File: config.mk
export PLATFORM = sky130hd
export DESIGN_NAME = kvm_fpu
export DESIGN_NICKNAME = d
export VERILOG_FILES = /design/src/rtl/kvm_pkg.sv /design/src/rtl/kvm_fpu.sv
export SDC_FILE = /design/constraint.sdc
export NUM_CORES = 2
export LEC_CHECK = 0
export ABC_AREA = 1
export BUFFER_PORTS_ARGS = -buffer_cell sky130_fd_sc_hd__clkbuf_2
export CORE_MARGIN = 5
export CORE_UTILIZATION = 65
export DETAILED_ROUTE_END_ITERATION = 8
export HOLD_SLACK_MARGIN = 0.15
export PLACE_DENSITY = 0.83
export SYNTH_ARGS = -nofsm -noshare
export SYNTH_HDL_FRONTEND = slang
export SYNTH_SLANG_ARGS = --single-unit
File: constraint.sdc
create_clock -name clk -period 29 [get_ports clk]
set_clock_uncertainty 0.05 [all_clocks]
set_input_delay 4.35 -clock clk [delete_from_list [all_inputs] [get_ports clk]]
set_output_delay 4.35 -clock clk [all_outputs]
set_load 0.02 [all_outputs]
File: src/rtl/kvm_pkg.sv
// shared types and codes for the compensated vector-matrix product block
// no dependencies
package kvm_pkg;

  localparam logic [1:0] ACT_LOAD_VEC = 2'd0;
  localparam logic [1:0] ACT_LOAD_MAT = 2'd1;
  localparam logic [1:0] ACT_COMPUTE  = 2'd2;

  localparam logic [1:0] CFG_INNER_LEN   = 2'd0;
  localparam logic [1:0] CFG_MATRIX_ROWS = 2'd1;
  localparam logic [1:0] CFG_OUT_LEN     = 2'd2;

  localparam logic [31:0] QNAN_BITS = 32'h7FC0_0000;

  typedef enum logic {
    FPU_MUL,
    FPU_ADD
  } fpu_op_t;

  typedef struct packed {
    logic        valid;
    fpu_op_t     op;
    logic [31:0] a;
    logic [31:0] b;
  } fpu_req_t;

  typedef struct packed {
    logic        done;
    logic [31:0] result;
  } fpu_rsp_t;

endpackage

File: src/rtl/kvm_fpu.sv
// two-stage binary32 multiply / add unit, round to nearest even
// depends on kvm_pkg
module kvm_fpu
  import kvm_pkg::*;
(
  input  logic     clk,
  input  logic     rst_n,
  input  fpu_req_t req,
  output fpu_rsp_t rsp
);

  function automatic logic [31:0] round_pack(input logic sgn, input logic signed [11:0] e_in,
                                             input logic [23:0] mant, input logic g,
                                             input logic st);
    logic              up;
    logic [24:0]       m25;
    logic [23:0]       m;
    logic signed [11:0] e;
    logic [31:0]       res;
    up  = g & (st | mant[0]);
    m25 = {1'b0, mant} + {24'd0, up};
    e   = e_in;
    if (m25[24]) begin
      m = m25[24:1];
      e = e + 12'sd1;
    end else begin
      m = m25[23:0];
    end
    if (e >= 12'sd255) begin
      res = {sgn, 8'hFF, 23'd0};
    end else begin
      res = {sgn, (m[23] ? e[7:0] : 8'd0), m[22:0]};
    end
    return res;
  endfunction

  function automatic logic [5:0] lzc48(input logic [47:0] v);
    logic [5:0] n;
    logic       hit;
    n   = 6'd48;
    hit = 1'b0;
    for (int i = 47; i >= 0; i--) begin
      if (v[i] && !hit) begin
        n   = 6'(47 - i);
        hit = 1'b1;
      end
    end
    return n;
  endfunction

  function automatic logic [4:0] lzc27(input logic [26:0] v);
    logic [4:0] n;
    logic       hit;
    n   = 5'd27;
    hit = 1'b0;
    for (int i = 26; i >= 0; i--) begin
      if (v[i] && !hit) begin
        n   = 5'(26 - i);
        hit = 1'b1;
      end
    end
    return n;
  endfunction

  // stage 1 registers
  logic               s1_valid_r;
  fpu_op_t            s1_op_r;
  logic               s1_spec_r;
  logic [31:0]        s1_spec_val_r;
  logic               s1_sign_r;
  logic               s1_sub_r;
  logic signed [11:0] s1_exp_r;
  logic [47:0]        s1_prod_r;
  logic [26:0]        s1_ma_r;
  logic [26:0]        s1_mb_r;

  logic               s2_valid_r;
  logic [31:0]        s2_res_r;

  // stage 1: unpack, specials, product or alignment
  logic               sa, sb, a_nan, b_nan, a_inf, b_inf, a_zero, b_zero;
  logic [7:0]         ea, eb, eae, ebe;
  logic [23:0]        ma, mb;
  logic               spec_nxt;
  logic [31:0]        spec_val_nxt;
  logic               sign_nxt;
  logic signed [11:0] exp_nxt;
  logic               swap;
  logic [7:0]         dexp;
  logic [26:0]        big27, small27, al27;

  always_comb begin
    sa     = req.a[31];
    sb     = req.b[31];
    ea     = req.a[30:23];
    eb     = req.b[30:23];
    a_nan  = (ea == 8'hFF) && (req.a[22:0] != 23'd0);
    b_nan  = (eb == 8'hFF) && (req.b[22:0] != 23'd0);
    a_inf  = (ea == 8'hFF) && (req.a[22:0] == 23'd0);
    b_inf  = (eb == 8'hFF) && (req.b[22:0] == 23'd0);
    a_zero = req.a[30:0] == 31'd0;
    b_zero = req.b[30:0] == 31'd0;
    ma     = {ea != 8'd0, req.a[22:0]};
    mb     = {eb != 8'd0, req.b[22:0]};
    eae    = (ea == 8'd0) ? 8'd1 : ea;
    ebe    = (eb == 8'd0) ? 8'd1 : eb;
    swap   = req.b[30:0] > req.a[30:0];
    big27   = swap ? {mb, 3'b000} : {ma, 3'b000};
    small27 = swap ? {ma, 3'b000} : {mb, 3'b000};
    dexp    = swap ? (ebe - eae) : (eae - ebe);
    if (dexp >= 8'd27) begin
      al27 = {26'd0, |small27};
    end else begin
      al27 = (small27 >> dexp) | {26'd0, |(small27 & ~({27{1'b1}} << dexp))};
    end
    spec_nxt     = 1'b0;
    spec_val_nxt = QNAN_BITS;
    if (req.op == FPU_MUL) begin
      sign_nxt = sa ^ sb;
      exp_nxt  = $signed({4'd0, eae}) + $signed({4'd0, ebe}) - 12'sd126;
      if (a_nan || b_nan || (a_inf && b_zero) || (b_inf && a_zero)) begin
        spec_nxt = 1'b1;
      end else if (a_inf || b_inf) begin
        spec_nxt     = 1'b1;
        spec_val_nxt = {sa ^ sb, 8'hFF, 23'd0};
      end
    end else begin
      sign_nxt = swap ? sb : sa;
      exp_nxt  = $signed({4'd0, (swap ? ebe : eae)});
      if (a_nan || b_nan || (a_inf && b_inf && (sa != sb))) begin
        spec_nxt = 1'b1;
      end else if (a_inf) begin
        spec_nxt     = 1'b1;
        spec_val_nxt = req.a;
      end else if (b_inf) begin
        spec_nxt     = 1'b1;
        spec_val_nxt = req.b;
      end
    end
  end

  always_ff @(posedge clk) begin
    if (!rst_n) begin
      s1_valid_r <= 1'b0;
    end else begin
      s1_valid_r <= req.valid;
    end
    s1_op_r       <= req.op;
    s1_spec_r     <= spec_nxt;
    s1_spec_val_r <= spec_val_nxt;
    s1_sign_r     <= sign_nxt;
    s1_sub_r      <= sa ^ sb;
    s1_exp_r      <= exp_nxt;
    s1_prod_r     <= ma * mb;
    s1_ma_r       <= big27;
    s1_mb_r       <= al27;
  end

  // stage 2: normalize and round
  logic [27:0]        sum28;
  logic [26:0]        r27;
  logic [4:0]         lz_a;
  logic [4:0]         sh_a;
  logic [5:0]         lz_m;
  logic [47:0]        q2;
  logic               stk_m;
  logic signed [11:0] e_out;
  logic signed [11:0] rsh;
  logic               sgn_out;
  logic [31:0]        res_nxt;

  always_comb begin
    sum28   = 28'd0;
    r27     = 27'd0;
    lz_a    = 5'd0;
    sh_a    = 5'd0;
    lz_m    = 6'd0;
    q2      = 48'd0;
    stk_m   = 1'b0;
    rsh     = 12'sd0;
    e_out   = s1_exp_r;
    sgn_out = s1_sign_r;
    if (s1_spec_r) begin
      res_nxt = s1_spec_val_r;
    end else if (s1_op_r == FPU_MUL) begin
      lz_m = lzc48(s1_prod_r);
      if (s1_prod_r == 48'd0) begin
        res_nxt = {s1_sign_r, 31'd0};
      end else begin
        if (s1_exp_r - $signed({6'd0, lz_m}) >= 12'sd1) begin
          q2    = s1_prod_r << lz_m;
          e_out = s1_exp_r - $signed({6'd0, lz_m});
        end else if (s1_exp_r >= 12'sd1) begin
          q2    = s1_prod_r << s1_exp_r[5:0] - 6'd1;
          e_out = 12'sd1;
        end else begin
          rsh   = 12'sd1 - s1_exp_r;
          e_out = 12'sd1;
          if (rsh >= 12'sd48) begin
            q2    = 48'd0;
            stk_m = 1'b1;
          end else begin
            q2    = s1_prod_r >> rsh[5:0];
            stk_m = |(s1_prod_r & ~({48{1'b1}} << rsh[5:0]));
          end
        end
        res_nxt = round_pack(s1_sign_r, e_out, q2[47:24], q2[23], (|q2[22:0]) | stk_m);
      end
    end else begin
      sum28 = s1_sub_r ? ({1'b0, s1_ma_r} - {1'b0, s1_mb_r})
                       : ({1'b0, s1_ma_r} + {1'b0, s1_mb_r});
      // exact cancellation gives +0
      if (s1_sub_r && (sum28 == 28'd0)) begin
        sgn_out = 1'b0;
      end
      if (sum28[27]) begin
        r27   = {sum28[27:2], sum28[1] | sum28[0]};
        e_out = s1_exp_r + 12'sd1;
      end else begin
        lz_a = lzc27(sum28[26:0]);
        // stop at the subnormal exponent
        if ($signed({7'd0, lz_a}) < s1_exp_r - 12'sd1) begin
          sh_a = lz_a;
        end else begin
          sh_a = 5'(s1_exp_r - 12'sd1);
        end
        r27   = sum28[26:0] << sh_a;
        e_out = s1_exp_r - $signed({7'd0, sh_a});
      end
      res_nxt = round_pack(sgn_out, e_out, r27[26:3], r27[2], |r27[1:0]);
    end
  end

  always_ff @(posedge clk) begin
    if (!rst_n) begin
      s2_valid_r <= 1'b0;
    end else begin
      s2_valid_r <= s1_valid_r;
    end
    s2_res_r <= res_nxt;
  end

  assign rsp.done   = s2_valid_r;
  assign rsp.result = s2_res_r;

endmodule

; Word level (Yosys, flattened, before mapping)
; Cells that the tools add are included.
[word_totals]
register_bits = 182
input_bits = 68
output_inout_bits = 33
wordCells = 634
[classes]
addsub = 16
multipliers = 1
n_lt_le_gt_ge = 8
n_eq_ne = 3
shift = 7
muxes = 396
bitwise_logic = 12
reduce_logical = 177
[op_table]
columns = op, n
row1 = 6-bit 2-to-1 mux, 50
row2 = 48-bit 2-to-1 mux, 6
row3 = 1-bit 2-to-1 mux, 261
row4 = 32-bit 2-to-1 mux, 8
row5 = 5-bit 2-to-1 mux, 34
row6 = 12-bit 2-to-1 mux, 14
row7 = 24-bit 2-to-1 mux, 7
row8 = 27-bit 2-to-1 mux, 5
row9 = 48-bit by 6-bit left shift with 48-bit output, 2
row10 = 31-bit 2-to-1 mux, 3
row11 = 1-bit logical AND, 82
row12 = 1-bit logical NOT, 73
row13 = 31-bit logical NOT, 2
row14 = 8-bit 2-to-1 mux, 7
row15 = 27-bit OR reduction, 2
row16 = 24-bit by 1-bit adder with 25-bit output, 2
row17 = 48-bit bitwise AND, 1
row18 = 48-bit logical NOT, 1
row19 = 24-bit by 24-bit multiplier with 48-bit output, 1
row20 = 48-bit NOT, 1
row21 = 48-bit OR reduction, 1
row22 = 48-bit by 6-bit left shift with 48-bit output (first input constant), 1
row23 = 48-bit by 6-bit right shift with 48-bit output, 1
row24 = 23-bit logical NOT, 2
row25 = other kinds (38), 53

; Longest topological paths before layout
[logic_depth]
depth_word = 258
mapped_depth = 75
ltp_nobuf = 72

; Worst setup path after synthesis
; Ideal clock, no wire load.
[synth_timing]
path_kind = in2reg
start = input req[38] in the netlist's numbering
end = register s1_prod_r[44]
setup_time_ns = 0.072
t_arrival_ns = 11.886
required_time_ns = 28.878
slack_ns = 16.992
path_stages = 37
path_buffers = 2
cell_sequence = clkbuf_1 -> clkbuf_1 -> nand2_1 -> fa_1 -> fa_1 -> inv_1 -> fa_1 -> ha_1 -> fa_1 -> inv_1 -> fa_1 -> fa_1 -> inv_1 -> ha_1 -> a21o_1 -> a21oi_1 -> o21ai_0 -> a21oi_1 -> o21ai_0 -> a21o_1 -> a21oi_1 -> o21bai_1 -> a21oi_1 -> o21ai_0 -> a21oi_1 -> o21ai_0 -> nand3_1 -> nand2_1 -> a21oi_1 -> inv_1 -> a21oi_1 -> o21ai_0 -> a21oi_1 -> o31ai_1 -> or3b_2 -> o211ai_1 -> xor2_1
[synth_via]
elab_chain_cells = 1
[synth_rtl]
columns = element, line_no
row1 = from (decl), kvm_fpu.sv:8  ; input fpu_req_t req,
row2 = 24-bit by 24-bit multiplier with 48-bit output, kvm_fpu.sv:154  ; s1_prod_r <= ma * mb;
row3 = to (signal assigned), kvm_fpu.sv:154
row4 = to (decl), kvm_fpu.sv:73  ; logic [47:0] s1_prod_r;
; No other way between the ends.
; A chain may end at the register's enable or synchronous reset.

; Worst setup path in the final report
[layout_timing]
start = register s1_mb_r[0]
end = register s2_res_r[15]
[layout_via]
elab_chain_cells = 182
word_cells_on_any_way = 218
cone_classes = add/sub: 5 / order compare: 2 / shift: 1 / mux: 154 / bitwise: 3 / reduce/logical: 53
[layout_rtl]
columns = element, line_no
row1 = from (decl), kvm_fpu.sv:75  ; logic [26:0] s1_mb_r;
row2 = from (signal assigned), kvm_fpu.sv:156  ; s1_mb_r <= al27;
row3 = 27-bit by 27-bit adder with 28-bit output or 27-bit by 27-bit subtractor with 28-bit output (tied branches), "kvm_fpu.sv:211, kvm_fpu.sv:210"
row4 = 28-bit 2-to-1 mux *, kvm_fpu.sv:210  ; sum28 = s1_sub_r ? ({1'b0, s1_ma_r} - {1'b0, s1_mb_r})
row5 = 1-bit 2-to-1 mux, kvm_fpu.sv:57  ; if (v[i] && !hit) begin
row6 = 1-bit 2-to-1 mux, kvm_fpu.sv:216  ; if (sum28[27]) begin
row7 = 1-bit 2-to-1 mux, kvm_fpu.sv:185  ; end else if (s1_op_r == FPU_MUL) begin
row8 = 1-bit 2-to-1 mux, kvm_fpu.sv:183  ; if (s1_spec_r) begin
row9 = 1-bit logical NOT, kvm_fpu.sv:57
row10 = 1-bit logical AND, kvm_fpu.sv:57
row11 = [167 not listed], --
row12 = 12-bit 2-to-1 mux, kvm_fpu.sv:23  ; if (m25[24]) begin
row13 = 12-bit 2-to-1 mux, kvm_fpu.sv:185
row14 = 12-bit 2-to-1 mux, kvm_fpu.sv:183
row15 = 12-bit by 9-bit >= comparator with 1-bit output, kvm_fpu.sv:29  ; if (e >= 12'sd255) begin
row16 = 31-bit 2-to-1 mux *, kvm_fpu.sv:29
row17 = 32-bit 2-to-1 mux *, kvm_fpu.sv:185
row18 = 32-bit 2-to-1 mux *, kvm_fpu.sv:183
row19 = via res_nxt[15], kvm_fpu.sv:170  ; logic [31:0] res_nxt;
row20 = to (signal assigned), kvm_fpu.sv:240  ; s2_res_r <= res_nxt;
row21 = to (decl), kvm_fpu.sv:78  ; logic [31:0] s2_res_r;
; Mark *: on every way through the listed nets, which the timed path passes. The rest lies on a longest branch. The select of a mux whose other input is x is not followed.

==> metrics.md <==
| Metric | Value |
|---|---|
| DRC viols | `11` |
| Status | `complete, but fails checks` |
| Area of the core region | `a little under 70000 um2` |
| Max Cap Violations | `0` |
| Sequential cell area fraction in the yosys report | `0.0796` |
| Total clock sinks | `between 150 and 200` |
| Weighted congestion reported at the end of routability-driven placement | `1.05` |
| Number of nets in the finished design | `7781` |
| Synth Cell Area | `45000 um2` |
| Wire per inst | `19.6 um` |
| Count of flip-flops with a built-in enable after synthesis | `0` |
| Max stage delay cell, worst path | `sky130_fd_sc_hd__nand2_1` |
| Cell type with the highest aggregate area in the netlist | `sky130_fd_sc_hd__fa_1` |
| Post-detail-place hpwl | `120000 um` |
| Mapped Avg Cell Area | `6.38 um2` |
| Critical path class | `reg2reg` |
| PostCTS Resize Cnt | `0` |
| Total area of multi-input combinational cells | `35200 um2` |
| Die Span X | `between 200 and 300 um` |
| Maximum level of the CTS H-tree | `4` |
| Post-synthesis async set-or-reset flop share | `0` |
| Number of slew-limit violations in the final report | `0` |
| Setup repair after global routing missed its margin | `false` |
| Cell types occupying the most area after synthesis | `sky130_fd_sc_hd__fa_1, sky130_fd_sc_hd__nand2_1, sky130_fd_sc_hd__inv_1` |
| Iteration count of the initial detailed-routing pass | `9` |
| Maximum fanout encountered on the critical timing path | `31` |
| Final period demand of the worst path | `12.75 ns` |
| Number of warnings issued by yosys | `0` |
| Initial DRC count | `roughly 6000` |
| Core occupancy in the finished layout | `0.674` |
| Hold Crit Class | `reg2reg` |
| TritonCTS clock tree | `done` |
| Root buffer selected by CTS | `sky130_fd_sc_hd__clkbuf_16` |
| Nature of the critical path endpoint | `flip-flop` |
| Initial Util | `0.656` |
| Highest achievable clock rate | `0.0784 GHz` |
| Synth cell count leaders | `sky130_fd_sc_hd__nand2_1, sky130_fd_sc_hd__inv_1, sky130_fd_sc_hd__nor2_1` |
| Crit path required time | `slightly below 30 ns` |
| Aggregate global routing overflow | `0` |
| Number of port buffers | `100` |
| Worst path top cell family by delay | `simple AND/OR/NAND/NOR gates` |
| Number of filler cells placed in the layout | `6339` |
| Most numerous cell on the critical path | `sky130_fd_sc_hd__nand2_1` |
| Antenna Cells | `0` |
| CTS clk-pin slew, worst paths | `approximately 0.090 ns` |
| Most used standard cell by instance count after synthesis | `sky130_fd_sc_hd__nand2_1` |
| Insertion delay of the later-clocked pin in the worst-skew pair | `0.51 ns` |
| Initial antenna violation count | `1` |
| Share of Yosys cell area claimed by the top area cell type | `0.216` |
| Full die area | `74700 um2` |
| Proportion of layout cells with a drive suffix above 1 | `0.0520` |
| Main synth FF type | `sky130_fd_sc_hd__dfxtp_1` |
| Number of routed nets with antenna violations | `0` |
| Worst Path Buf+Inv | `6` |
| Longest Clk Path Bufs | `2` |
| Cell variety after synth | `80` |
| Post-CTS Hold Fix Bufs | `0` |
| Post-CTS setup repair buffer count | `0` |
| Slew headroom | `0.264` |
| Number of vias in the routed layout | `47300` |
| Count of mapped cells out of synthesis | `7062` |
| Die span in y | `around 270 um` |
| Number of rows created at floorplan | `96` |
| Worst slack on hold paths | `approximately 0.37 ns` |
| Final period util | `0.440` |
| Post-Route Setup TNS | `0 ns` |
| # setup viols final | `0` |
| Flip-flop and latch count after synthesis | `179` |
| WP data arrival | `13.14 ns` |
| Final Hold Vio Count | `0` |
| Via count of the first global-routing pass | `45300` |
| Inserted Clock Buffers | `17` |
| Violated checks | `DRC` |
| Pin slew with the least headroom to its limit | `1.09 ns` |
| CP Launch Type | `flip-flop` |
| Maximum number of pins on one net before global-route repair | `93` |
| Vias per Instance | `approximately 6.0` |
| Delay contributed by the slowest stage of the critical path | `0.75 ns` |
| Layout area overhead | `2.84%` |
| Wirelength, routed | `154000 um` |
| Overall Global Routing Usage | `0.406` |
| Register Area | `3590 um2` |
| Boundary Pins | `101` |
| Global-route wire length before repair | `242000 um` |
==> cell type report <==
| type | count | area share |
|---|---|---|
| Clock buffer | 17 | 0.00918 |
| Clock inverter | 15 | 0.00457 |
| Sequential cell | 179 | 0.0774 |
| Tap cell | 931 | 0.0251 |
| Timing Repair Buffer | 162 | 0.0209 |
| Inverter | 1273 | 0.103 |
| Multi-Input combinational cell | 5277 | 0.760 |
==> worst register-to-register path: cells and delay by family, from the launching register on <==
| kind | cells | cell delay, ns |
|---|---|---|
| XOR/XNOR | 2 | 0.44 |
| flip-flops | 1 | 0.46 |
| AO/OA/AOI/OAI | 14 | 2.55 |
| adder cells (fa/ha/maj) | 4 | 1.28 |
| buffers and inverters | 6 | 1.38 |
| AND/OR/NAND/NOR | 41 | 6.51 |
==> sequential cells by signal (all words and copies together), names as in the netlist, 10 cells and up <==
signal / cells
s1_ma_r: 24
s1_mb_r: 27
s1_spec_val_r: 32
s1_prod_r: 48
s1_exp_r: 10
s2_res_r: 32
==> worst paths after layout <==
path	startpoint	end	slack (ns)	depth (start not counted)
setup reg to reg	s1_mb_r[0]	s2_res_r[15]	16.25	67
hold / removal	s1_valid_r	s2_valid_r	0.37	2
hold reg to reg	s1_valid_r	s2_valid_r	0.37	2
setup / recovery	s1_mb_r[0]	s2_res_r[15]	16.25	67
==> placed cells by master, fill, tap and decap left out, drive strengths merged, types with 6 or more instances in the layout <==
master | synthesis | layout
clkbuf | 269 | 117
buf | 90 | 62
mux2i | 31 | 31
nor3 | 54 | 54
o21ai | 520 | 520
xnor2 | 46 | 46
a21oi | 239 | 239
inv | 1269 | 1278
a21o | 11 | 11
o22ai | 34 | 34
nand2 | 1940 | 1940
o21bai | 16 | 16
ha | 316 | 316
o21a | 7 | 7
fa | 487 | 487
nor4 | 31 | 31
o2111ai | 12 | 12
o211ai | 54 | 54
conb | 2 | 30
xor2 | 113 | 113
or2 | 20 | 20
o32ai | 6 | 6
nand3 | 470 | 470
a31oi | 25 | 25
o31ai | 13 | 13
o221ai | 13 | 13
nor2 | 597 | 597
nand4 | 118 | 118
a211oi | 16 | 16
and2 | 8 | 8
clkinv | 4 | 10
dfxtp | 179 | 179
a221oi | 6 | 6
==> through the flow <==
stage | instances | setup WS, ns | instance area, um2
final | 7854 | 16.25 | 46300
after global routing | 7854 | 15.06 | 46300
after CTS | 7854 | 16.47 | 46300
after detailed placement | 7822 | 16.10 | 45700
after global placement | 7822 | 16.27 | 45700
after floorplan | 7090 | 16.99 | 45100
==> metal layers <==
metal / GRT usage / vias up / wire length, um
met5: 0 / - / 0
met4: 0.223 / 0 / 10900
met3: 0.0987 / 661 / 19800
met2: 0.619 / 3145 / 65000
met1: 0.533 / 21700 / 58500
li1: - / 21800 / -
==> cells by family after synthesis <==
family	Yosys count	synth area share
adders and majority gates	803	0.304
xor gates and xnor gates	159	0.0311
AOI/OAI and AO/OA	997	0.127
buffers and inverters	1634	0.142
muxes	31	0.00689
other	2	0.000167
DFF	179	0.0796
and+or+nand+nor	3257	0.309
Power is left out: the tool's default activity adds up to more than one toggle a clock period on the data nets, which glitch-free logic cannot reach.
